===== src/hw/rtl/edbp_pkg.sv =====
// ----------------------------------------------------------------------------
// EDID base block parser package
// Shared constants, the status codes, the parse-to-trim result record and helpers.
// ----------------------------------------------------------------------------
package edbp_pkg;

  localparam int EdidLen    = 128;
  localparam int HeaderLen  = 8;
  localparam int DescBase   = 54;
  localparam int DescStride = 18;
  localparam int DescCount  = 4;
  localparam int DescEnd    = DescBase + DescCount * DescStride;
  localparam int NameFirst  = 5;
  localparam int NameMax    = 13;
  localparam int NameBits   = NameMax * 8;

  localparam logic [7:0] NameTag  = 8'hFC;
  localparam logic [7:0] NameEnd  = 8'h0A;
  localparam logic [7:0] HdrOuter = 8'h00;
  localparam logic [7:0] HdrInner = 8'hFF;

  typedef enum logic [1:0] {
    STATUS_OK         = 2'd0,
    STATUS_SHORT      = 2'd1,
    STATUS_BAD_HEADER = 2'd2,
    STATUS_NO_TIMING  = 2'd3
  } status_t;

  typedef struct packed {
    status_t                status;
    logic [11:0]            width;
    logic [11:0]            height;
    logic                   found;
    logic [3:0]             count;
    logic [NameBits-1:0]    name;
  } snap_t;

  function automatic logic is_blank(input logic [7:0] c);
    return (c == 8'h20) || (c == 8'h09) || (c == 8'h0D) || (c == 8'h0A);
  endfunction

  function automatic logic [7:0] header_byte(input logic [2:0] idx);
    return ((idx == 3'd0) || (idx == 3'd7)) ? HdrOuter : HdrInner;
  endfunction

endpackage


===== src/hw/rtl/edbp_in_reg.sv =====
// ----------------------------------------------------------------------------
// EDID parser input register
// Holds one incoming item so the parse stage works from registered data.
// ----------------------------------------------------------------------------
module edbp_in_reg (
  input  logic       clk,
  input  logic       rst,
  input  logic       data_valid,
  output logic       data_ready,
  input  logic [7:0] data_byte,
  input  logic       last_byte,
  output logic       byte_valid,
  input  logic       byte_ready,
  output logic [7:0] byte_data,
  output logic       byte_last
);

  assign data_ready = !byte_valid || byte_ready;

  always_ff @(posedge clk) begin
    if (rst) begin
      byte_valid <= 1'b0;
    end else if (data_ready) begin
      byte_valid <= data_valid;
    end
  end

  always_ff @(posedge clk) begin
    if (data_ready && data_valid) begin
      byte_data <= data_byte;
      byte_last <= last_byte;
    end
  end

endmodule


===== src/hw/rtl/edbp_parse.sv =====
// ----------------------------------------------------------------------------
// EDID parser byte stage
// Updates the per-image state for each byte and captures a record of the
// finished image when the last byte is taken.
// ----------------------------------------------------------------------------
module edbp_parse (
  input  logic            clk,
  input  logic            rst,
  input  logic            byte_valid,
  output logic            byte_ready,
  input  logic [7:0]      byte_data,
  input  logic            byte_last,
  output logic            snap_valid,
  input  logic            snap_ready,
  output edbp_pkg::snap_t snap
);
  import edbp_pkg::*;

  logic [7:0]  byte_position, byte_position_next;
  logic        header_good, header_good_next;
  logic        clock_nonzero, clock_nonzero_next;
  logic [11:0] horiz_active, horiz_active_next;
  logic [11:0] vert_active, vert_active_next;
  logic        tag_prefix_good, tag_prefix_good_next;
  logic        descriptor_found, descriptor_found_next;
  logic        name_stopped, name_stopped_next;
  logic [4:0]  desc_offset, desc_offset_next;
  logic [3:0]  name_count, name_count_next;
  logic [7:0]  name_store [NameMax];
  logic        name_write;
  logic [NameBits-1:0] name_flat;
  logic        take;
  logic        take_last;
  status_t     status_next;

  assign byte_ready = !byte_valid || !byte_last || !snap_valid || snap_ready;
  assign take       = byte_valid && byte_ready;
  assign take_last  = take && byte_last;

  always_comb begin
    byte_position_next    = byte_position;
    header_good_next      = header_good;
    clock_nonzero_next    = clock_nonzero;
    horiz_active_next     = horiz_active;
    vert_active_next      = vert_active;
    tag_prefix_good_next  = tag_prefix_good;
    descriptor_found_next = descriptor_found;
    name_stopped_next     = name_stopped;
    desc_offset_next      = desc_offset;
    name_count_next       = name_count;
    name_write            = 1'b0;

    if (byte_position < 8'(EdidLen)) begin
      byte_position_next = byte_position + 8'd1;

      if (byte_position < 8'(HeaderLen) && byte_data != header_byte(byte_position[2:0])) begin
        header_good_next = 1'b0;
      end
      if ((byte_position == 8'(DescBase) || byte_position == 8'(DescBase + 1)) &&
          byte_data != 8'd0) begin
        clock_nonzero_next = 1'b1;
      end
      if (byte_position == 8'(DescBase + 2)) begin
        horiz_active_next[7:0] = byte_data;
      end
      if (byte_position == 8'(DescBase + 4)) begin
        horiz_active_next[11:8] = byte_data[7:4];
      end
      if (byte_position == 8'(DescBase + 5)) begin
        vert_active_next[7:0] = byte_data;
      end
      if (byte_position == 8'(DescBase + 7)) begin
        vert_active_next[11:8] = byte_data[7:4];
      end

      if (byte_position == 8'(DescBase - 1)) begin
        desc_offset_next = 5'd0;
      end else if (byte_position >= 8'(DescBase) && byte_position < 8'(DescEnd)) begin
        desc_offset_next = (desc_offset == 5'(DescStride - 1)) ? 5'd0 : desc_offset + 5'd1;

        if (!descriptor_found) begin
          if (desc_offset == 5'd0) begin
            tag_prefix_good_next = (byte_data == 8'd0);
          end else if (desc_offset < 5'd3) begin
            tag_prefix_good_next = tag_prefix_good && (byte_data == 8'd0);
          end else if (desc_offset == 5'd3 && tag_prefix_good && byte_data == NameTag) begin
            descriptor_found_next = 1'b1;
            name_stopped_next     = 1'b0;
            name_count_next       = 4'd0;
          end
        end else if (!name_stopped && desc_offset >= 5'(NameFirst)) begin
          if (byte_data == NameEnd || byte_data == 8'd0) begin
            name_stopped_next = 1'b1;
          end else if (name_count < 4'(NameMax)) begin
            name_write      = 1'b1;
            name_count_next = name_count + 4'd1;
          end
          if (desc_offset == 5'(DescStride - 1)) begin
            name_stopped_next = 1'b1;
          end
        end
      end
    end
  end

  always_comb begin
    for (int i = 0; i < NameMax; i++) begin
      name_flat[8*i +: 8] = (name_write && name_count == 4'(i)) ? byte_data : name_store[i];
    end
  end

  always_comb begin
    priority if (byte_position_next < 8'(EdidLen)) begin
      status_next = STATUS_SHORT;
    end else if (!header_good_next) begin
      status_next = STATUS_BAD_HEADER;
    end else if (clock_nonzero_next && horiz_active_next != 12'd0 &&
                 vert_active_next != 12'd0) begin
      status_next = STATUS_OK;
    end else begin
      status_next = STATUS_NO_TIMING;
    end
  end

  always_ff @(posedge clk) begin
    if (rst || take_last) begin
      byte_position    <= 8'd0;
      header_good      <= 1'b1;
      clock_nonzero    <= 1'b0;
      horiz_active     <= 12'd0;
      vert_active      <= 12'd0;
      tag_prefix_good  <= 1'b1;
      descriptor_found <= 1'b0;
      name_stopped     <= 1'b0;
      desc_offset      <= 5'd0;
      name_count       <= 4'd0;
    end else if (take) begin
      byte_position    <= byte_position_next;
      header_good      <= header_good_next;
      clock_nonzero    <= clock_nonzero_next;
      horiz_active     <= horiz_active_next;
      vert_active      <= vert_active_next;
      tag_prefix_good  <= tag_prefix_good_next;
      descriptor_found <= descriptor_found_next;
      name_stopped     <= name_stopped_next;
      desc_offset      <= desc_offset_next;
      name_count       <= name_count_next;
    end
  end

  always_ff @(posedge clk) begin
    if (take && name_write) begin
      name_store[name_count] <= byte_data;
    end
  end

  always_ff @(posedge clk) begin
    if (rst) begin
      snap_valid <= 1'b0;
    end else if (take_last) begin
      snap_valid <= 1'b1;
    end else if (snap_ready) begin
      snap_valid <= 1'b0;
    end
  end

  always_ff @(posedge clk) begin
    if (take_last) begin
      snap.status <= status_next;
      snap.width  <= (status_next == STATUS_OK) ? horiz_active_next : 12'd0;
      snap.height <= (status_next == STATUS_OK) ? vert_active_next : 12'd0;
      snap.found  <= descriptor_found_next &&
                     (status_next == STATUS_OK || status_next == STATUS_NO_TIMING);
      snap.count  <= name_count_next;
      snap.name   <= name_flat;
    end
  end

  assert property (@(posedge clk) disable iff (rst) name_count <= 4'(NameMax))
    else $error("name count exceeds the name store");
  assert property (@(posedge clk) disable iff (rst) take_last |=> byte_position == 8'd0)
    else $error("state not cleared after the last item of an image");
  assert property (@(posedge clk) disable iff (rst)
    snap_valid && snap.status != STATUS_OK |-> snap.width == 12'd0 && snap.height == 12'd0)
    else $error("sizes reported without valid timing");

endmodule


===== src/hw/rtl/edbp_trim.sv =====
// ----------------------------------------------------------------------------
// EDID parser name trim and result register
// Removes leading and trailing blanks from the collected name and registers
// the finished result.
// ----------------------------------------------------------------------------
module edbp_trim (
  input  logic            clk,
  input  logic            rst,
  input  logic            snap_valid,
  output logic            snap_ready,
  input  edbp_pkg::snap_t snap,
  output logic            result_valid,
  input  logic            result_ready,
  output logic [1:0]      status,
  output logic [11:0]     active_width,
  output logic [11:0]     active_height,
  output logic            name_found,
  output logic [3:0]      name_length,
  output logic [63:0]     name_head,
  output logic [39:0]     name_tail
);
  import edbp_pkg::*;

  logic [3:0]          first_char;
  logic [3:0]          end_char;
  logic                any_char;
  logic [3:0]          trim_length;
  logic [NameBits-1:0] shifted;
  logic [NameBits-1:0] trimmed;
  logic                load;

  assign snap_ready = !result_valid || result_ready;
  assign load       = snap_valid && snap_ready;

  always_comb begin
    first_char = snap.count;
    end_char   = 4'd0;
    any_char   = 1'b0;
    for (int i = NameMax - 1; i >= 0; i--) begin
      if (4'(i) < snap.count && !is_blank(snap.name[8*i +: 8])) begin
        first_char = 4'(i);
      end
    end
    for (int i = 0; i < NameMax; i++) begin
      if (4'(i) < snap.count && !is_blank(snap.name[8*i +: 8])) begin
        end_char = 4'(i + 1);
        any_char = 1'b1;
      end
    end
    trim_length = (any_char && snap.found) ? end_char - first_char : 4'd0;
    shifted     = snap.name >> {first_char, 3'b000};
    for (int j = 0; j < NameMax; j++) begin
      trimmed[8*j +: 8] = (4'(j) < trim_length) ? shifted[8*j +: 8] : 8'd0;
    end
  end

  always_ff @(posedge clk) begin
    if (rst) begin
      result_valid <= 1'b0;
    end else if (snap_ready) begin
      result_valid <= snap_valid;
    end
  end

  always_ff @(posedge clk) begin
    if (load) begin
      status        <= snap.status;
      active_width  <= snap.width;
      active_height <= snap.height;
      name_found    <= snap.found;
      name_length   <= trim_length;
      name_head     <= trimmed[63:0];
      name_tail     <= trimmed[NameBits-1:64];
    end
  end

  assert property (@(posedge clk) disable iff (rst)
    result_valid && name_length != 4'd0 |-> name_found)
    else $error("name length reported without a name descriptor");
  assert property (@(posedge clk) disable iff (rst)
    result_valid && (status == STATUS_SHORT || status == STATUS_BAD_HEADER) |-> !name_found)
    else $error("name reported for a short image or a bad header");

endmodule


===== src/hw/rtl/edid_base_block_parser_unit.sv =====
// ----------------------------------------------------------------------------
// EDID base block parser
// Parses a byte stream of an EDID base block and reports status, native
// size and the trimmed monitor name.
// ----------------------------------------------------------------------------
// The block takes one byte per cycle, back to back, unless the result side
// stalls, and produces one result item for each byte marked last. A byte
// passes an input register, the parse stage and the result register; the
// parse stage does a single per-byte state update, and back-pressure from
// the result side stalls it only on a byte marked last. After each result
// all image state is cleared and the next byte starts a new image.
module edid_base_block_parser_unit (
  input  logic        clk,
  input  logic        rst,
  input  logic        data_valid,
  output logic        data_ready,
  input  logic [7:0]  data_byte,
  input  logic        last_byte,
  output logic        result_valid,
  input  logic        result_ready,
  output logic [1:0]  status,
  output logic [11:0] active_width,
  output logic [11:0] active_height,
  output logic        name_found,
  output logic [3:0]  name_length,
  output logic [63:0] name_head,
  output logic [39:0] name_tail
);
  import edbp_pkg::*;

  logic       byte_valid;
  logic       byte_ready;
  logic [7:0] byte_data;
  logic       byte_last;
  logic       snap_valid;
  logic       snap_ready;
  snap_t      snap;

  edbp_in_reg u_in_reg (
    .clk        (clk),
    .rst        (rst),
    .data_valid (data_valid),
    .data_ready (data_ready),
    .data_byte  (data_byte),
    .last_byte  (last_byte),
    .byte_valid (byte_valid),
    .byte_ready (byte_ready),
    .byte_data  (byte_data),
    .byte_last  (byte_last)
  );

  edbp_parse u_parse (
    .clk        (clk),
    .rst        (rst),
    .byte_valid (byte_valid),
    .byte_ready (byte_ready),
    .byte_data  (byte_data),
    .byte_last  (byte_last),
    .snap_valid (snap_valid),
    .snap_ready (snap_ready),
    .snap       (snap)
  );

  edbp_trim u_trim (
    .clk           (clk),
    .rst           (rst),
    .snap_valid    (snap_valid),
    .snap_ready    (snap_ready),
    .snap          (snap),
    .result_valid  (result_valid),
    .result_ready  (result_ready),
    .status        (status),
    .active_width  (active_width),
    .active_height (active_height),
    .name_found    (name_found),
    .name_length   (name_length),
    .name_head     (name_head),
    .name_tail     (name_tail)
  );

endmodule


===== config.mk =====
export PLATFORM = sky130hd
export DESIGN_NAME = edid_base_block_parser_unit
export DESIGN_NICKNAME = d
export VERILOG_FILES = /design/src/hw/rtl/edbp_pkg.sv /design/src/hw/rtl/edbp_in_reg.sv /design/src/hw/rtl/edbp_parse.sv /design/src/hw/rtl/edbp_trim.sv /design/src/hw/rtl/edid_base_block_parser_unit.sv
export SDC_FILE = /design/constraint.sdc
export NUM_CORES = 1
export LEC_CHECK = 0
export BUFFER_PORTS_ARGS = -buffer_cell sky130_fd_sc_hd__buf_2
export CORE_MARGIN = 2
export CORE_UTILIZATION = 60
export DETAILED_ROUTE_END_ITERATION = 10
export PLACE_DENSITY = 0.82
export SYNTH_ARGS = -nofsm -noshare
export SYNTH_HDL_FRONTEND = slang
export SYNTH_HIERARCHICAL = 1
export SYNTH_SLANG_ARGS = --single-unit

===== constraint.sdc =====
create_clock -name clk -period 11.1 [get_ports clk]
set_input_delay 1.665 -clock clk [delete_from_list [all_inputs] [get_ports clk]]
set_output_delay 1.665 -clock clk [all_outputs]
set_load 0.1 [all_outputs]

# Word level (Yosys, flattened, before mapping)
# Memories as Yosys holds them, arrays and structs flattened. A register that Yosys moved wholly into a read port is not among the register bits.
# Index checks and enable logic that the tools add are counted.
# totals
elab_cells,355
ramBits,104
output_inout_bits,137
register_bits,224
input_bits,13
n_memories,1
# classes
n_addsub,4
order_cmp,34
n_reduce_logical,110
bitwise_logic,2
n_shift,1
n_eq_ne,70
n_mux,95
# mem_list
name,words,word_bits,read_ports,rd_clocked_by_memory_dff,write_ports,line_no,source
u_parse.name_store,13,8,13,13,1,edbp_parse.sv:29,logic [7:0] name_store [NameMax];
# op_table
cell,n
"8-bit by 4-bit equality test with 1-bit output, second input constant",40
"8-bit by 6-bit equality test with 1-bit output, second input constant",20
4-bit two-way mux,32
104-bit by 7-bit >> shifter with 104-bit output,1
1-bit logical OR,49
1-bit two-way mux,45
"4-bit < comparator, first input constant",10
"3-bit by 4-bit < comparator with 1-bit output, first input constant",8
8-bit two-way mux,4
1-bit logical AND,29
12-bit two-way mux,2
12-bit nonzero test,2
1-bit logical NOT,18
"1-bit by 4-bit < comparator with 1-bit output, first input constant",4
"2-bit by 4-bit < comparator with 1-bit output, first input constant",4
"8-bit < comparator, second input constant",2
5-bit two-way mux,3
3-bit two-way mux,4
2-bit two-way mux,5
9-bit AND reduction,1
"8-bit by 1-bit adder with 8-bit output, second input constant",1
"8-bit equality test, second input constant",1
"8-bit by 6-bit greater-or-equal comparator with 1-bit output, second input constant",1
8-bit logical NOT,1
other kinds (24),29

# Depth between registers and ports, before layout
# depth
word_depth,22
mapped_depth,21

# Cells and area by module
# Netlist, hierarchy kept.
# by_module_without_submodules
mod,area_each_um2,seq_area_each_um2,n_inst,cells_each
edbp_parse,11902.7,8117.8,1,798
edbp_trim,9517.9,4073.9,1,992
edbp_in_reg,325.3,290.3,1,14

# Worst setup path before layout
# No wires, ideal clock.
# synth_path
path_kind,input-to-reg
from,input port result_ready
to,register u_parse.name_count[2]
arrival_ns,8.956
setup_slack_ns,1.999
required_time_ns,10.955
setup_time_ns,0.145
stages,6
n_path_buf,0
cell_sequence,nand2b_1 -> nor2b_1 -> nor2_1 -> nor2_1 -> o21ai_0 -> o221ai_1
# synth_between
elab_chain_len,5
# synth_rtl
item,line_no,source
from (decl),edid_base_block_parser_unit.sv:20,"input logic result_ready,"
1-bit logical OR,edbp_trim.sv:32,assign snap_ready = !result_valid || result_ready;
1-bit logical OR,edbp_parse.sv:36,assign byte_ready = !byte_valid || !byte_last || !snap_valid || snap_ready;
1-bit logical AND,edbp_parse.sv:37,assign take = byte_valid && byte_ready;
1-bit logical AND,edbp_parse.sv:38,assign take_last = take && byte_last;
named net u_parse.take_last,edbp_parse.sv:33,logic take_last;
1-bit logical OR,edbp_parse.sv:126,if (rst || take_last) begin
to (signal assigned),edbp_parse.sv:147,name_count <= name_count_next;
to (decl),edbp_parse.sv:28,"logic [3:0] name_count, name_count_next;"
# The timed path passes the listed nets, and every way through them passes these cells.
# A chain may end at the register's enable or synchronous reset.

# Worst setup path after layout
# layout_path
from,register u_parse/snap[88] (netlist name)
to,register u_trim.name_tail[16] (data pin)
# layout_between
elab_chain_len,21
elab_cells_between_ends,30
cone_classes,add/sub: 1; order compare: 1; eq/ne: 4; shift: 1; mux: 17; reduce/logical: 6
# layout_rtl
item,line_no,source
8-bit by 6-bit equality test with 1-bit output or 8-bit by 4-bit equality test with 1-bit output (tied branches),edbp_pkg.sv:39,return (c == 8'h20) || (c == 8'h09) || (c == 8'h0D) || (c == 8'h0A);
1-bit logical OR (3 in a row),edbp_pkg.sv:39,
1-bit logical NOT,"edbp_trim.sv:40, edbp_trim.sv:45",
1-bit logical AND,"edbp_trim.sv:40, edbp_trim.sv:45",
4-bit two-way mux (12 in a row),edbp_trim.sv:40,if (4'(i) < snap.count && !is_blank(snap.name[8*i +: 8])) begin
4-bit subtractor,edbp_trim.sv:50,trim_length = (any_char && snap.found) ? end_char - first_char : 4'd0;
4-bit two-way mux,edbp_trim.sv:50,
4-bit < comparator,edbp_trim.sv:53,trimmed[8*j +: 8] = (4'(j) < trim_length) ? shifted[8*j +: 8] : 8'd0;
to (signal assigned),edbp_trim.sv:73,name_tail <= trimmed[NameBits-1:64];
to (decl),edbp_trim.sv:20,output logic [39:0] name_tail
# Several ways; a longest one is shown, not always the timed one.

==> impl_metrics.ini <==
[route]
wire_per_inst_um = 28.0
antenna_left = 0
wl_met2_um = 30700
wl_met3_um = 6420
firstDrtPassIters = 9
top_layer = met4
first_iter_violations = 2106
drt-met1-wl_um = 27000
via_per_inst = 6.72
routed_wl_um = 67900
vias = 16300
drcViolationCount = 17

[synth]
synth_warnings = 6
synth_flop_cell = edfxtp_1
synth.most_common_cell = edfxtp_1
syn_avg_cell_area_sq_um = 12.1
yosys-top-cells-count = edfxtp_1, nand2_1, mux2i_1, nor2_1, mux2_2
synth_area_leader_cell = edfxtp_1
synth_nets = 1834
syn_inst = 1804
synth_top_area_share_pct = 52.9
synth_edf_count = 383
syn-cell-area_sq_um = 21700
synth-async-reset-ratio_pct = 0
synthTopCellsByArea = edfxtp_1, mux2i_1, mux2_2
ys_ff_latch = 432
yosysUniqueCellTypes = 94
ys_seq_area_share_pct = 57.4

[die]
core_sq_um = 35700
rows = 69
dieArea_sq_um = 37800
ioPinCount = 150
dieHeight_um = 194
start_util_pct = 61.0
die_w_um = 194

[cts]
cts_resized = 0
cts_hold_buf = 0
numCtsBuffers = 43
cts_sinks = 432
tritoncts = built
root_buffer = clkbuf_16
postCtsSetupRepairBufs = 0
clk_latency_ns = 0.58
path_clk_slew_ns = 0.06
h-tree-depth = 2
cts_max_path_buffers = 3

[power]
p_total_mw = 3.64
peakVddDrop_uv = 182
p_leak_nw = 8.88
p_per_area_nw_per_um2 = 150

[placed_design]
place_hpwl_um = 48100
pre_cts_ws_ns = 5.55
place.gp.congestion = 1.06
port_buffers = 149

[global_route]
grt_pass1_wl_um = 102000
antenna_found_initial = 1
grt_max_degree = 81
grt.total_usage_pct = 36.3
grt-ovfl-total = 0
grt_pass1_vias = 15800

[critical_path]
critPathMaxFanout = 24
crit_type = flip-flop to flip-flop
required_ns = 11.40
cp.arrival_ns = 6.06
critical_path.startpoint_type = flip-flop
endpoint_kind = flip-flop
reg2reg_slack_ns = 5.34

[finish]
drive_gt1_share_pct = 20.9
fin_nets = 1959
area_delta_synth_final_pct = 11.9
regArea_sq_um = 12500
insertedDiodeCount = 0
fillers = 2517
multi_input_area_sq_um = 8760

[sta]
finalCritPeriodShare_pct = 51.9
tightest_slew_ns = 1.28
setup_ws_ns = 5.34
rsz0062_at_grt = no
finalSetupTns_ns = 0
slew-limit-headroom_pct = 14.5
setup_violations = 0
fmax_mhz = 174
finClkSkew_ns = 0.0211
hold_viol = 0
min_period_ns = 5.76
maxSlewViolCount = 0

[run]
maxCapViolations = 0

[status]
status = complete, but fails checks
violations = DRC

[hold_path]
min_path_type = flip-flop to flip-flop
[kinds of logic (layout without fill, tap and decap cells)]
group	Yosys count	count (layout)	share of synthesized area [%]
XOR/XNOR	9	9	0.449
multiplexers	286	286	13.8
AND/OR/NAND/NOR	602	602	14.4
adder cells (fa/ha/maj)	17	17	1.01
buffers and inverters	126	286	2.42
AO/OA/AOI/OAI	332	332	10.5
flip-flops	432	432	57.4
[through the flow]
step / cell area, sq um / utilization, % / instances / hold slack (ns)
2_1_floorplan: 21700 / - / 1804 / 0.400
3_5_place_dp: 22900 / 64.2 / 2345 / 0.405
5_1_grt: 24300 / 68.2 / 2425 / 0.418
3_3_place_gp: 22900 / 64.2 / 2345 / 0.402
4_1_cts: 24300 / 68.2 / 2425 / 0.417
6_report: 24300 / 68.2 / 2425 / 0.414
[worst paths after layout]
kind	startpoint	to	cells past startpoint
max	u_parse/snap[88]	u_trim/name_tail[16]	17
min	u_parse/snap[113]	u_trim/active_height[4]	0
max reg2reg	u_parse/snap[88]	u_trim/name_tail[16]	17
min reg2reg	u_parse/snap[113]	u_trim/active_height[4]	0
[state kept, by name, indices dropped and copies added (netlist names), 2 cells and up]
register and cells:
u_parse/name_count 4, u_trim/name_head 64, u_trim/active_width 12, u_trim/name_tail 40, u_parse/desc_offset 5, u_parse/horiz_active 12, u_parse/byte_position 8, u_trim/active_height 12
u_parse/name_store 104, u_parse/vert_active 12, u_parse/snap 135, u_trim/name_length 4, u_in_reg/byte_data 8, u_trim/status 2
[layout by cell type, fill, tap and decap left out, types with 48 or more instances in the layout]
master    Yosys  layout
edfxtp_1    383     383
nand2_1     193     193
mux2i_1     173     173
buf_2        22     149
nor2_1      118     117
mux2_2      109     109
a21oi_1      83      83
nand3_1      59      59
dfxtp_1      49      49
o21ai_0      48      48
[layer usage]
layer / up-vias / GRT usage, %
met2: 1033 / 56.2
met1: 7912 / 48.9
met3: 202 / 7.67
li1: 7146 / -
met5: - / 0
met4: 0 / 18.5
[where the power goes]
part	total (mW)	leakage, nW	internal [mW]	switching, mW
registers	1.86	3.84	1.81	0.0452
clock network	1.47	0.700	0.855	0.617
logic	0.311	4.33	0.0647	0.246
[worst max-delay path: stages (launching register included)]
cell	delay (ns)
edfxtp_1	0.53
or4b_2	0.71
o211ai_1	0.16
a21o_1	0.21
nand3b_1	0.10
a221oi_2	0.32
buf_4	0.24
nor2_4	0.09
inv_2	0.41
ha_1	0.31
nor2b_1	0.12
o21ai_0	0.15
nand2b_1	0.18
and2_0	0.20
o211ai_1	0.98
nor2_1	0.41
nand2_1	0.25
nor2_1	0.08
[final cells by class]
cell class	instances	share of cell area, %
Inverter	30	0.463
Clock buffer	56	4.71
Clock inverter	24	1.22
Sequential cell	432	51.3
Tap cell	461	2.37
Multi-Input combinational cell	1246	36.0
Timing Repair Buffer	176	3.90
Note: power is estimated with default switching activity, not from simulation.
